File: config.mk
export PLATFORM = sky130hd
export DESIGN_NAME = tds_ctrl
export DESIGN_NICKNAME = d
export VERILOG_FILES = /design/src/hw/rtl/tds_pkg.sv /design/src/hw/rtl/tds_ctrl.sv
export SDC_FILE = /design/constraint.sdc
export NUM_CORES = 1
export LEC_CHECK = 0
export BUFFER_PORTS_ARGS = -buffer_cell sky130_fd_sc_hd__buf_4
export CAP_MARGIN = 20
export CORE_MARGIN = 2
export CORE_UTILIZATION = 33
export DETAILED_ROUTE_END_ITERATION = 8
export PLACE_DENSITY = 0.7
export REMOVE_ABC_BUFFERS = 1
export SETUP_SLACK_MARGIN = 0.3
export SYNTH_ARGS = -nofsm -noshare
export SYNTH_HDL_FRONTEND = slang
export SYNTH_SLANG_ARGS = --single-unit
File: constraint.sdc
create_clock -name clk -period 3 [get_ports clk]
set_input_delay 0.6 -clock clk [delete_from_list [all_inputs] [get_ports clk]]
set_output_delay 0.6 -clock clk [all_outputs]
set_load 0.02 [all_outputs]
File: src/hw/rtl/tds_pkg.sv
// Package for the tridiagonal solver: shared types and Q16.16 constants.
// No dependencies.
`default_nettype none
package tds_pkg;
  localparam int QW = 32;
  localparam logic signed [QW-1:0] Q_MAX = 32'sh7FFF_FFFF;
  localparam logic signed [QW-1:0] Q_MIN = 32'sh8000_0000;
  localparam int DIV_STEPS = 48;

  typedef enum logic [3:0] {
    ST_IDLE,
    ST_MUL_A,
    ST_MUL_B,
    ST_DIV_U,
    ST_WAIT_U,
    ST_DIV_G,
    ST_WAIT_G,
    ST_BACK_RD,
    ST_BACK_MUL,
    ST_BACK_WR,
    ST_EMIT_RD,
    ST_EMIT
  } state_t;

  typedef struct packed {
    logic load_row;
    logic mul_a;
    logic mul_b;
    logic div_u_start;
    logic div_g_start;
    logic store_u;
    logic store_g;
    logic back_rd;
    logic back_mul;
    logic back_wr;
    logic emit_init;
    logic emit_rd;
    logic emit_load;
    logic sys_clear;
  } cmd_t;

  typedef struct packed {
    logic div_done;
    logic is_last;
    logic back_done;
    logic emit_done;
  } stat_t;

  // Saturate a 64-bit signed value to 32 bits
  function automatic logic signed [QW-1:0] sat32(input logic signed [63:0] v);
    logic signed [QW-1:0] r;
    if (v > 64'(Q_MAX)) r = Q_MAX;
    else if (v < 64'(Q_MIN)) r = Q_MIN;
    else r = v[QW-1:0];
    return r;
  endfunction

  // Product of two Q16.16 values, floor shift then saturate
  function automatic logic signed [QW-1:0] qmul_fin(input logic signed [63:0] p);
    logic signed [63:0] s;
    s = p >>> 16;
    return sat32(s);
  endfunction

  function automatic logic signed [QW-1:0] qsub(input logic signed [QW-1:0] x,
                                                input logic signed [QW-1:0] y);
    logic signed [63:0] d;
    d = 64'(x) - 64'(y);
    return sat32(d);
  endfunction
endpackage
`default_nettype wire

File: src/hw/rtl/tds_ctrl.sv
// Controller state machine for the solver. Uses tds_pkg types.
// Drives commands to tds_datapath, reads its status.
`default_nettype none
module tds_ctrl (
  input  wire logic clk,
  input  wire logic rst,
  input  wire logic in_valid,
  output logic      in_stall,
  input  wire logic out_stall,
  output logic      out_valid,
  input  wire tds_pkg::stat_t st,
  output tds_pkg::cmd_t cmd
);
  tds_pkg::state_t state, state_next;
  logic out_valid_next;

  always_ff @(posedge clk) begin
    if (rst) begin
      state <= tds_pkg::ST_IDLE;
      out_valid <= 1'b0;
    end else begin
      state <= state_next;
      out_valid <= out_valid_next;
    end
  end

  // Next state
  always_comb begin
    state_next = state;
    unique case (state)
      tds_pkg::ST_IDLE:     if (in_valid) state_next = tds_pkg::ST_MUL_A;
      tds_pkg::ST_MUL_A:    state_next = tds_pkg::ST_MUL_B;
      tds_pkg::ST_MUL_B:    state_next = tds_pkg::ST_DIV_U;
      tds_pkg::ST_DIV_U:    state_next = tds_pkg::ST_WAIT_U;
      tds_pkg::ST_WAIT_U:
        if (st.div_done) state_next = st.is_last ? tds_pkg::ST_BACK_RD : tds_pkg::ST_DIV_G;
      tds_pkg::ST_DIV_G:    state_next = tds_pkg::ST_WAIT_G;
      tds_pkg::ST_WAIT_G:   if (st.div_done) state_next = tds_pkg::ST_IDLE;
      tds_pkg::ST_BACK_RD:
        state_next = st.back_done ? tds_pkg::ST_EMIT_RD : tds_pkg::ST_BACK_MUL;
      tds_pkg::ST_BACK_MUL: state_next = tds_pkg::ST_BACK_WR;
      tds_pkg::ST_BACK_WR:  state_next = tds_pkg::ST_BACK_RD;
      tds_pkg::ST_EMIT_RD:  if (!out_valid || !out_stall) state_next = tds_pkg::ST_EMIT;
      tds_pkg::ST_EMIT:     state_next = st.emit_done ? tds_pkg::ST_IDLE : tds_pkg::ST_EMIT_RD;
      default:              state_next = tds_pkg::ST_IDLE;
    endcase
  end

  // Outputs
  always_comb begin
    cmd = '0;
    in_stall = (state != tds_pkg::ST_IDLE);
    out_valid_next = out_valid && out_stall;
    unique case (state)
      tds_pkg::ST_IDLE:     cmd.load_row = in_valid;
      tds_pkg::ST_MUL_A:    cmd.mul_a = 1'b1;
      tds_pkg::ST_MUL_B:    cmd.mul_b = 1'b1;
      tds_pkg::ST_DIV_U:    cmd.div_u_start = 1'b1;
      tds_pkg::ST_WAIT_U:   cmd.store_u = st.div_done;
      tds_pkg::ST_DIV_G:    cmd.div_g_start = 1'b1;
      tds_pkg::ST_WAIT_G:   cmd.store_g = st.div_done;
      tds_pkg::ST_BACK_RD: begin
        cmd.back_rd = ~st.back_done;
        cmd.emit_init = st.back_done;
      end
      tds_pkg::ST_BACK_MUL: cmd.back_mul = 1'b1;
      tds_pkg::ST_BACK_WR:  cmd.back_wr = 1'b1;
      tds_pkg::ST_EMIT_RD:  cmd.emit_rd = 1'b1;
      tds_pkg::ST_EMIT: begin
        cmd.emit_load = 1'b1;
        cmd.sys_clear = st.emit_done;
        out_valid_next = 1'b1;
      end
      default: ;
    endcase
  end
endmodule
`default_nettype wire

# Word-level counts from Yosys, hierarchy flattened
# Index checks and enable logic that the tools add are counted.
word_totals:
  reg_bits: 5
  in_bits: 8
  wordCells: 47
classes:
  eq_ne: 15
  muxes: 22
  n_bitwise: 1
  reduce_logical: 7
op_table:
  columns: ["cell", "n"]
  rows:
  - ["4-bit case mux with 12 select lines", 1]
  - ["4-bit two-way mux", 5]
  - ["4-bit by 3-bit equality test with 1-bit output, second input constant", 4]
  - ["4-bit equality test, second input constant", 4]
  - ["1-bit two-way mux", 13]
  - ["4-bit by 2-bit equality test with 1-bit output, second input constant", 2]
  - ["2-bit inequality test, second input constant", 4]
  - ["2-bit two-way mux", 3]
  - ["4-bit by 1-bit equality test with 1-bit output, second input constant", 1]
  - ["4-bit zero test", 1]
  - ["4-bit AND reduction", 1]
  - ["4-bit nonzero test", 1]
  - ["1-bit zero test", 2]
  - ["1-bit logical AND", 1]
  - ["1-bit logical OR", 1]
  - ["1-bit inverter", 1]

# Logic depth before layout (Yosys ltp)
# Gate-level depths: netlist of run 1.
depth:
  depth_word: 4
  mapped_depth: 5

# Worst setup path after synthesis of run 1
# OpenSTA, ideal clock, no wires.
synth_path:
  path_kind: "flip-flop to output port"
  start: "register state[2]"
  end: "output port cmd[11] in the netlist's numbering"
  arrival_ns: 1.108
  required_time_ns: 2.400
  slack_ns: 1.292
  stages_incl_launch_ff: 5
  n_path_buf: 1
  cell_sequence: "dfxtp_1 buf_6 inv_1 nand2_1 nor3_1"
synth_rtl:
  columns: ["item", "line", "source"]
  rows:
  - ["start: declaration", "tds_ctrl.sv:14", "tds_pkg::state_t state, state_next;"]
  - ["start signal: assignment", "tds_ctrl.sv:19", "state <= tds_pkg::ST_IDLE;"]
  - ["start signal: assignment", "tds_ctrl.sv:22", "state <= state_next;"]
  - ["end: declaration", "tds_ctrl.sv:12", "output tds_pkg::cmd_t cmd"]

==> impl_metrics.env, run 1 <==
export IMPL_fin_tns_setup_ps=0
export IMPL_ant_nets=0
export IMPL_nets=98
export IMPL_tightest_slew_ps=480
export IMPL_grt_max_degree=17
export IMPL_clk_pin_slew_ps=40
export IMPL_syn_inst=66
export IMPL_powerDensity_nw_per_um2=723
export IMPL_drc_errors=0
export IMPL_grt_overflow_total=0
export IMPL_rsz0062_at_grt="false"
export IMPL_synth_edff_count=0
export IMPL_fillers=140
export IMPL_clkLatencyLatePin_ps=240
export IMPL_cts_buffers=3
export IMPL_grt_usage=0.132
export IMPL_grt_pass1_wl_um=1790
export IMPL_setup_ws_ps=907
export IMPL_crit_required_ps=2400
export IMPL_critPathLaunchType="register"
export IMPL_cts_tree="yes"
export IMPL_die_y_um=41.5
export IMPL_dp_hpwl_um=872
export IMPL_yosys_warnings=0
export IMPL_dp_slack_ps=1150
export IMPL_syn_area_um2=464
export IMPL_ir_drop_v=0.000431
export IMPL_ys_seq_area_frac=0.216
export IMPL_cts_num_sinks=5
export IMPL_multiInputGateArea_um2=304
export IMPL_routedWlPerCell_um=10.7
export IMPL_finClkSkew_ps=0.162
export IMPL_first_global_vias=438
export IMPL_reg2reg_slack_ps=1560
export IMPL_die_area_um2=1720
export IMPL_synth_distinct_cells=28
export IMPL_dr_first_iter_drc_count=15
export IMPL_ys_async_sr_fraction=0
export IMPL_ys_seq_elements=5
export IMPL_antenna_cells=0
export IMPL_slew_limit_headroom=0.680
export IMPL_port_buffers=23
export IMPL_crit_type="register to output pin"
export IMPL_outcome="complete, no violations"
export IMPL_ios=24
export IMPL_root_buffer="clkbuf_4"
export IMPL_num_vias=533
export IMPL_cts_buffer_depth=2
export IMPL_hold_class="primary input to register"
export IMPL_fmax_mhz=478
export IMPL_arrival_ps=1490
export IMPL_seq_area_um2=100
export IMPL_dr_pass1_iters=5
export IMPL_gp_congestion=0.805
export IMPL_fp_row_count=13
export IMPL_max_cap_violations=0
export IMPL_avgSynthCellArea_um2=7.03
export IMPL_antenna_found_initial=0
export IMPL_cp_max_fo=14
export IMPL_core_area_um2=1300
export IMPL_area_growth_pct=38.0
export IMPL_routed_wl_um=1120
export IMPL_cts_hold_buf=0
export IMPL_post_cts_setup_buffers=0
export IMPL_layout_drive_gt1_share=0.348
export IMPL_fin_crit_ps=2090
export IMPL_post_cts_resized=0
export IMPL_setup_viol=0
export IMPL_hold_viol=0
export IMPL_die_x_um=41.5
export IMPL_cp_end_kind="output pin"
export IMPL_period_share=0.698
export IMPL_vias_per_cell=5.13
export IMPL_ys_flop_type="dfxtp_1"
export IMPL_htree_levels=1
export IMPL_start_util=0.357
export IMPL_slew_violations=0
export IMPL_p_leak_nw=0.298
-- cell usage in the layout, fill, tap and decap left out, types with 2 or more instances in the layout --
cell       n
a31oi_1    3
and2_1     2
nor3_1     6
o21ai_0    3
a211oi_1   2
buf_4     23
clkbuf_4   3
nand2_1    5
inv_1      5
nor2_1    13
dfxtp_1    5
and3_1     2
-- power by group --
| group | total, W | internal, W | switching, W |
|---|---|---|---|
| logic | 0.000256 | 0.000114 | 0.000141 |
| clock network | 0.0000753 | 0.0000501 | 0.0000252 |
| registers | 0.000133 | 0.0000816 | 0.0000509 |
-- per-layer routing --
metal / vias to the layer above / wire length, µm / global-route usage
met5: - / 0 / 0
met4: 0 / 0 / 0.0774
met3: 0 / 54 / 0.0261
met2: 18 / 512 / 0.194
met1: 237 / 549 / 0.176
li1: 278 / - / -
-- worst paths after layout --
kind / end / depth (start not counted) / from
min: state[0] / 2 / rst
min reg2reg: out_valid / 2 / out_valid
max: cmd[3] / 4 / state[3]
max reg2reg: state[1] / 4 / state[2]
-- Yosys cell counts (2+ instances only) --
master    number  area, µm²
dfxtp_1        5        100
and3_1         2       12.5
a211oi_1       2       15.0
buf_6          3       33.8
nor2_1        13       48.8
inv_1          5       18.8
a31oi_1        3       18.8
nand2_1        5       18.8
nor3_1         6       30.0
o21ai_0        3       15.0
and2_1         2       12.5
-- worst max-delay path, cell delays in order (launching register included) --
cell	delay [ps]
dfxtp_1	590
nand2b_1	270
nor2_1	90
and2_1	160
buf_4	150
-- final cells by class --
class	count	area share
Clock buffer	4	0.0410
Timing Repair Buffer	23	0.270
Sequential cell	5	0.156
Multi-Input combinational cell	52	0.475
Tap cell	15	0.0293
Inverter	5	0.0293
-- cell families (layout without fill, tap and decap cells) --
group,after synthesis,in the layout,share of synthesized area
and+or+nand+nor,35,35,0.383
AOI/OAI and AO/OA,15,15,0.229
buffers and inverters,9,32,0.129
DFF,5,5,0.216
xor gates and xnor gates,1,1,0.0189
muxes,1,1,0.0243
-- flip-flops by register name, summed over array words and instances (netlist names) --
signal and cells:
out_valid 1, state 4
-- metrics by stage --
step           utilization  instance area (µm²)  std cells  power, W  hold slack [ps]
2_1_floorplan            -                  423         62  0.000294              641
3_3_place_gp         0.472                  614        100  0.000388              625
3_5_place_dp         0.472                  614        100  0.000389              617
4_1_cts              0.492                  641        104  0.000468              541
5_1_grt              0.492                  641        104  0.000503              545
6_report             0.492                  641        104  0.000463              549
No activity file was read; power rests on OpenSTA's default activity.
==> inputs of run 2 (changes only) <==
Clock period 3 ns to 2 ns, I/O delays scaled along.
==> run 2 against run 1 <==
  * Largest power group unchanged
  * Die area unchanged
  * Final cell count up 0.96%
  * First-iteration DRC count unchanged
  * Sequential cell count unchanged
  * Sequential share of layout area up 0.98 points
  * Critical endpoint is now cmd[5]
  * Final area up 5.9%
==> impl_metrics.env, run 2 (synthesis results as in run 1) <==
export IMPL_outcome="complete, no violations"
export IMPL_arrival_ps=1250
export IMPL_slowest_delay_ps=380
export IMPL_tightest_slew_ps=253
export IMPL_grt_usage=0.150
export IMPL_crit_chain="or2_2 > nor3_2 > buf_4"
export IMPL_slew_violations=0
export IMPL_cts_buffer_depth=2
export IMPL_antenna_found_initial=0
export IMPL_routed_wl_um=1260
export IMPL_clkLatencyLatePin_ps=250
export IMPL_p_leak_nw=0.308
export IMPL_die_x_um=41.5
export IMPL_powerDensity_nw_per_um2=1090
export IMPL_cp_end_kind="output pin"
export IMPL_cts_tree="yes"
export IMPL_dr_first_iter_drc_count=15
export IMPL_port_buffers=23
export IMPL_largest_register="state"
export IMPL_grt_pass1_wl_um=1970
export IMPL_cts_num_sinks=5
export IMPL_p_total_w=0.000737
export IMPL_root_buffer="clkbuf_4"
export IMPL_layout_drive_gt1_share=0.456
export IMPL_finClkSkew_ps=5.38
export IMPL_setup_viol=0
export IMPL_ant_nets=0
export IMPL_clk_pin_slew_ps=50
export IMPL_dr_pass1_iters=4
export IMPL_cp_max_fo=13
export IMPL_gp_congestion=0.815
export IMPL_fin_crit_ps=1650
export IMPL_hold_class="primary input to register"
export IMPL_first_global_vias=454
export IMPL_fp_row_count=13
export IMPL_reg_largest_list="state: 4 flops, out_valid: 1 flops"
export IMPL_vias_per_cell=5.03
export IMPL_nets=99
export IMPL_period_share=0.823
export IMPL_rsz0062_at_grt="true"
export IMPL_num_vias=528
export IMPL_ios=24
export IMPL_start_util=0.357
export IMPL_max_cap_violations=0
export IMPL_post_cts_setup_buffers=0
export IMPL_crit_type="register to output pin"
export IMPL_die_area_um2=1720
export IMPL_ir_drop_v=0.000772
export IMPL_antenna_cells=0
export IMPL_fmax_mhz=607
export IMPL_drc_errors=0
export IMPL_cp_slowest_cell="dfxtp_4"
export IMPL_hold_viol=0
export IMPL_critPathLaunchType="register"
export IMPL_die_y_um=41.5
export IMPL_final_common_cell="buf_4"
export IMPL_crit_buf_inv=1
export IMPL_core_area_um2=1300
export IMPL_cts_buffers=3
export IMPL_grt_max_degree=17
export IMPL_grt_overflow_total=0
export IMPL_crit_required_ps=1600
export IMPL_htree_levels=1
export IMPL_routedWlPerCell_um=12.0
export IMPL_final_cell_mix="buf_4, nor2_1, nand2_1, nor3_1, inv_1"
export IMPL_dp_hpwl_um=915
export IMPL_fin_tns_setup_ps=0
export IMPL_slew_limit_headroom=0.830
export IMPL_area_growth_pct=46.1
export IMPL_path_delay_family="simple AND/OR/NAND/NOR gates"
export IMPL_largest_register_ffs=4
## run 2: changes by cell type in the layout (fill, tap and decap cells not counted), sizes merged
| cell | change |
|---|---|
| buf | +1 |
## run 2: worst paths after layout
kind | start | end | slack [ps] | cells past startpoint
max | state[0] | cmd[5] | 350 | 3
min | rst | state[3] | 320 | 2
max reg2reg | state[3] | state[1] | 640 | 5
min reg2reg | state[3] | state[3] | 610 | 2
## run 2: cell type report
cell class              count  area [µm²]
multi-input cells          52         322
repair buffers             24         180
clock buffers               4        26.3
fillers                   145         623
well taps                  15        18.8
flip-flops and latches      5         113
inverters                   5        18.8
## run 2: per-stage QoR
stage | hold slack [ps] | util | worst slack, ps | area, µm² | std cells
floorplan | 472 | - | 408 | 423 | 62
global placement | 589 | 0.478 | 441 | 622 | 101
detailed placement | 592 | 0.478 | 425 | 622 | 101
CTS | 320 | 0.506 | 290 | 658 | 105
global route | 323 | 0.521 | 281 | 678 | 105
finish | 323 | 0.521 | 354 | 678 | 105
## run 2: routing by layer
metal / global-route usage / share of wire / vias to the layer above
li1: - / - / 282
met1: 0.201 / 0.45 / 231
met2: 0.209 / 0.49 / 13
met3: 0.0261 / 0.038 / 2
met4: 0.116 / 0.021 / 0
met5: 0 / 0 / -
## run 2: repair_timing
item	in CTS	in global routing
endpoints found under the setup margin	13	11
cloned	0	0
pin swaps	0	0
resized for setup	6	7
hold buffers	0	0
## run 2: power by group
group          internal (W)  switching [W]
logic              0.000180       0.000216
registers          0.000136      0.0000827
clock network     0.0000758      0.0000463
## run 2: worst reg2reg max path: cells and delay by family (launching register included)
| kind | cells | cell delay (ps) |
|---|---|---|
| and+or+nand+nor | 2 | 530 |
| AOI/OAI and AO/OA | 2 | 230 |
| DFF | 1 | 350 |
| buffers and inverters | 1 | 170 |
==> inputs of run 3 (changes only) <==
Settings changed: PLACE_DENSITY 0.7 to 0.73.
Clock period 2 ns to 1.5 ns, I/O delays scaled along.
==> run 3 against run 2 <==
  * Setup slack worse by 340 ps
  * Register-to-register slack worse by 540 ps
  * Sequential share of layout area down 5.7 points
  * Via count up 29%
  * Sequential cell count unchanged
  * Clock skew down 2.4 ps
  * Largest cell class unchanged
==> impl_metrics.env, run 3 (synthesis results as in run 1) <==
export IMPL_outcome="complete, no violations"
export IMPL_dr_first_iter_drc_count=5
export IMPL_num_vias=679
export IMPL_antenna_found_initial=0
export IMPL_p_leak_nw=0.448
export IMPL_grt_overflow_total=0
export IMPL_rsz0062_at_grt="true"
export IMPL_seq_area_um2=115
export IMPL_cts_tree="yes"
export IMPL_fmax_mhz=674
export IMPL_wl_met2_um=964
export IMPL_grt_max_degree=11
export IMPL_dp_slack_ps=41.0
export IMPL_ir_drop_v=0.000864
export IMPL_slew_violations=0
export IMPL_setup_ws_ps=16.8
export IMPL_cp_end_kind="output pin"
export IMPL_grt_usage=0.201
export IMPL_tightest_slew_ps=309
export IMPL_setup_viol=0
export IMPL_wl_met1_um=815
export IMPL_slew_limit_headroom=0.793
export IMPL_antenna_cells=0
export IMPL_hold_viol=0
export IMPL_hold_slack_ps=235
export IMPL_clkLatencyLatePin_ps=250
export IMPL_stdcell_area_um2=1050
export IMPL_fp_row_count=13
export IMPL_vias_per_cell=5.48
export IMPL_dr_pass1_iters=4
export IMPL_layout_drive_gt1_share=0.761
export IMPL_dp_hpwl_um=970
export IMPL_htree_levels=1
export IMPL_cts_buffers=3
export IMPL_fin_crit_ps=1480
export IMPL_wl_met3_um=157
export IMPL_final_cells=124
export IMPL_port_buffers=23
export IMPL_dp_cells=105
export IMPL_placed_cell_area_um2=652
export IMPL_first_global_vias=639
export IMPL_max_cap_violations=0
export IMPL_ios=24
export IMPL_ant_nets=0
export IMPL_critPathLaunchType="register"
export IMPL_fillers=73
export IMPL_final_cell_mix="buf_4, buf_6, nor2_4, nor2_1, nor3_2"
export IMPL_clk_pin_slew_ps=40
export IMPL_hold_class="primary input to register"
export IMPL_die_y_um=41.5
export IMPL_routedWlPerCell_um=16.4
export IMPL_crit_required_ps=1200
export IMPL_cts_num_sinks=5
export IMPL_largest_register="state"
export IMPL_die_x_um=41.5
export IMPL_drc_errors=0
export IMPL_multiInputGateArea_um2=468
export IMPL_finClkSkew_ps=2.93
export IMPL_die_area_um2=1720
export IMPL_gp_congestion=0.791
export IMPL_highest_layer="met4"
export IMPL_period_share=0.989
export IMPL_crit_type="register to output pin"
export IMPL_largest_register_ffs=4
export IMPL_start_util=0.357
export IMPL_arrival_ps=1180
export IMPL_reg_largest_list="state: 4 flops, out_valid: 1 flops"
export IMPL_root_buffer="clkbuf_4"
export IMPL_routed_wl_um=2040
export IMPL_area_growth_pct=127
export IMPL_core_area_um2=1300
export IMPL_grt_pass1_wl_um=2760
export IMPL_powerDensity_nw_per_um2=1540
export IMPL_nets=118
export IMPL_cts_buffer_depth=2
export IMPL_cp_max_fo=6
export IMPL_final_common_cell="buf_4"
## run 3: changes by cell type in the layout (fill, tap and decap cells not counted), moves of 3 or more
cell | previous run | this run
buf_6 | 0 | 21
nor3_2 | 1 | 5
nor2_4 | 1 | 6
nor3_1 | 5 | 0
nand2_2 | 0 | 3
nand2_1 | 5 | 1
nor2_1 | 11 | 6
## run 3: routing by layer
| layer | up-vias | global-route usage |
|---|---|---|
| met5 | - | 0 |
| met4 | 0 | 0.103 |
| met3 | 11 | 0.0478 |
| met2 | 40 | 0.350 |
| met1 | 312 | 0.225 |
| li1 | 316 | - |
## run 3: repair_timing
action                     CTS  global route
setup endpoints to repair   18            18
buffers inserted            11             4
hold buffers                 0             0
gates resized for setup     42            35
pin swaps                    8            13
## run 3: metrics by stage
step                      setup TNS (ps)  power [W]   util
after floorplan                        0   0.000588      -
after global placement                 0   0.000812  0.501
after detailed placement               0   0.000817  0.501
after CTS                              0    0.00129  0.690
after global routing                -118    0.00170  0.810
final                                  0    0.00162  0.810
## run 3: worst paths after layout
kind / startpoint / slack (ps) / to / cells past startpoint
max: state[3] / 20 / cmd[12] / 4
min reg2reg: state[0] / 650 / state[2] / 2
max reg2reg: state[1] / 100 / state[1] / 7
min: rst / 240 / state[2] / 2
## run 3: final cells by class
type,count,share of cell area
multi-input cells,52,0.444
repair buffers,43,0.381
flip-flops and latches,5,0.109
clock buffers,4,0.0249
inverters,5,0.0226
well taps,15,0.0178
## run 3: critical path, cell delays in order, from the launching register on
cell and delay [ps]:
dfxtp_4 370, nand2b_4 170, buf_6 140, nor3_4 120, buf_6 140
## run 3: report_power, final
part           leakage, nW  switching (W)  internal (W)
Combinational        0.389       0.000607      0.000605
Clock               0.0150      0.0000603      0.000101
Sequential          0.0436      0.0000650      0.000179
Total                0.448       0.000733      0.000885
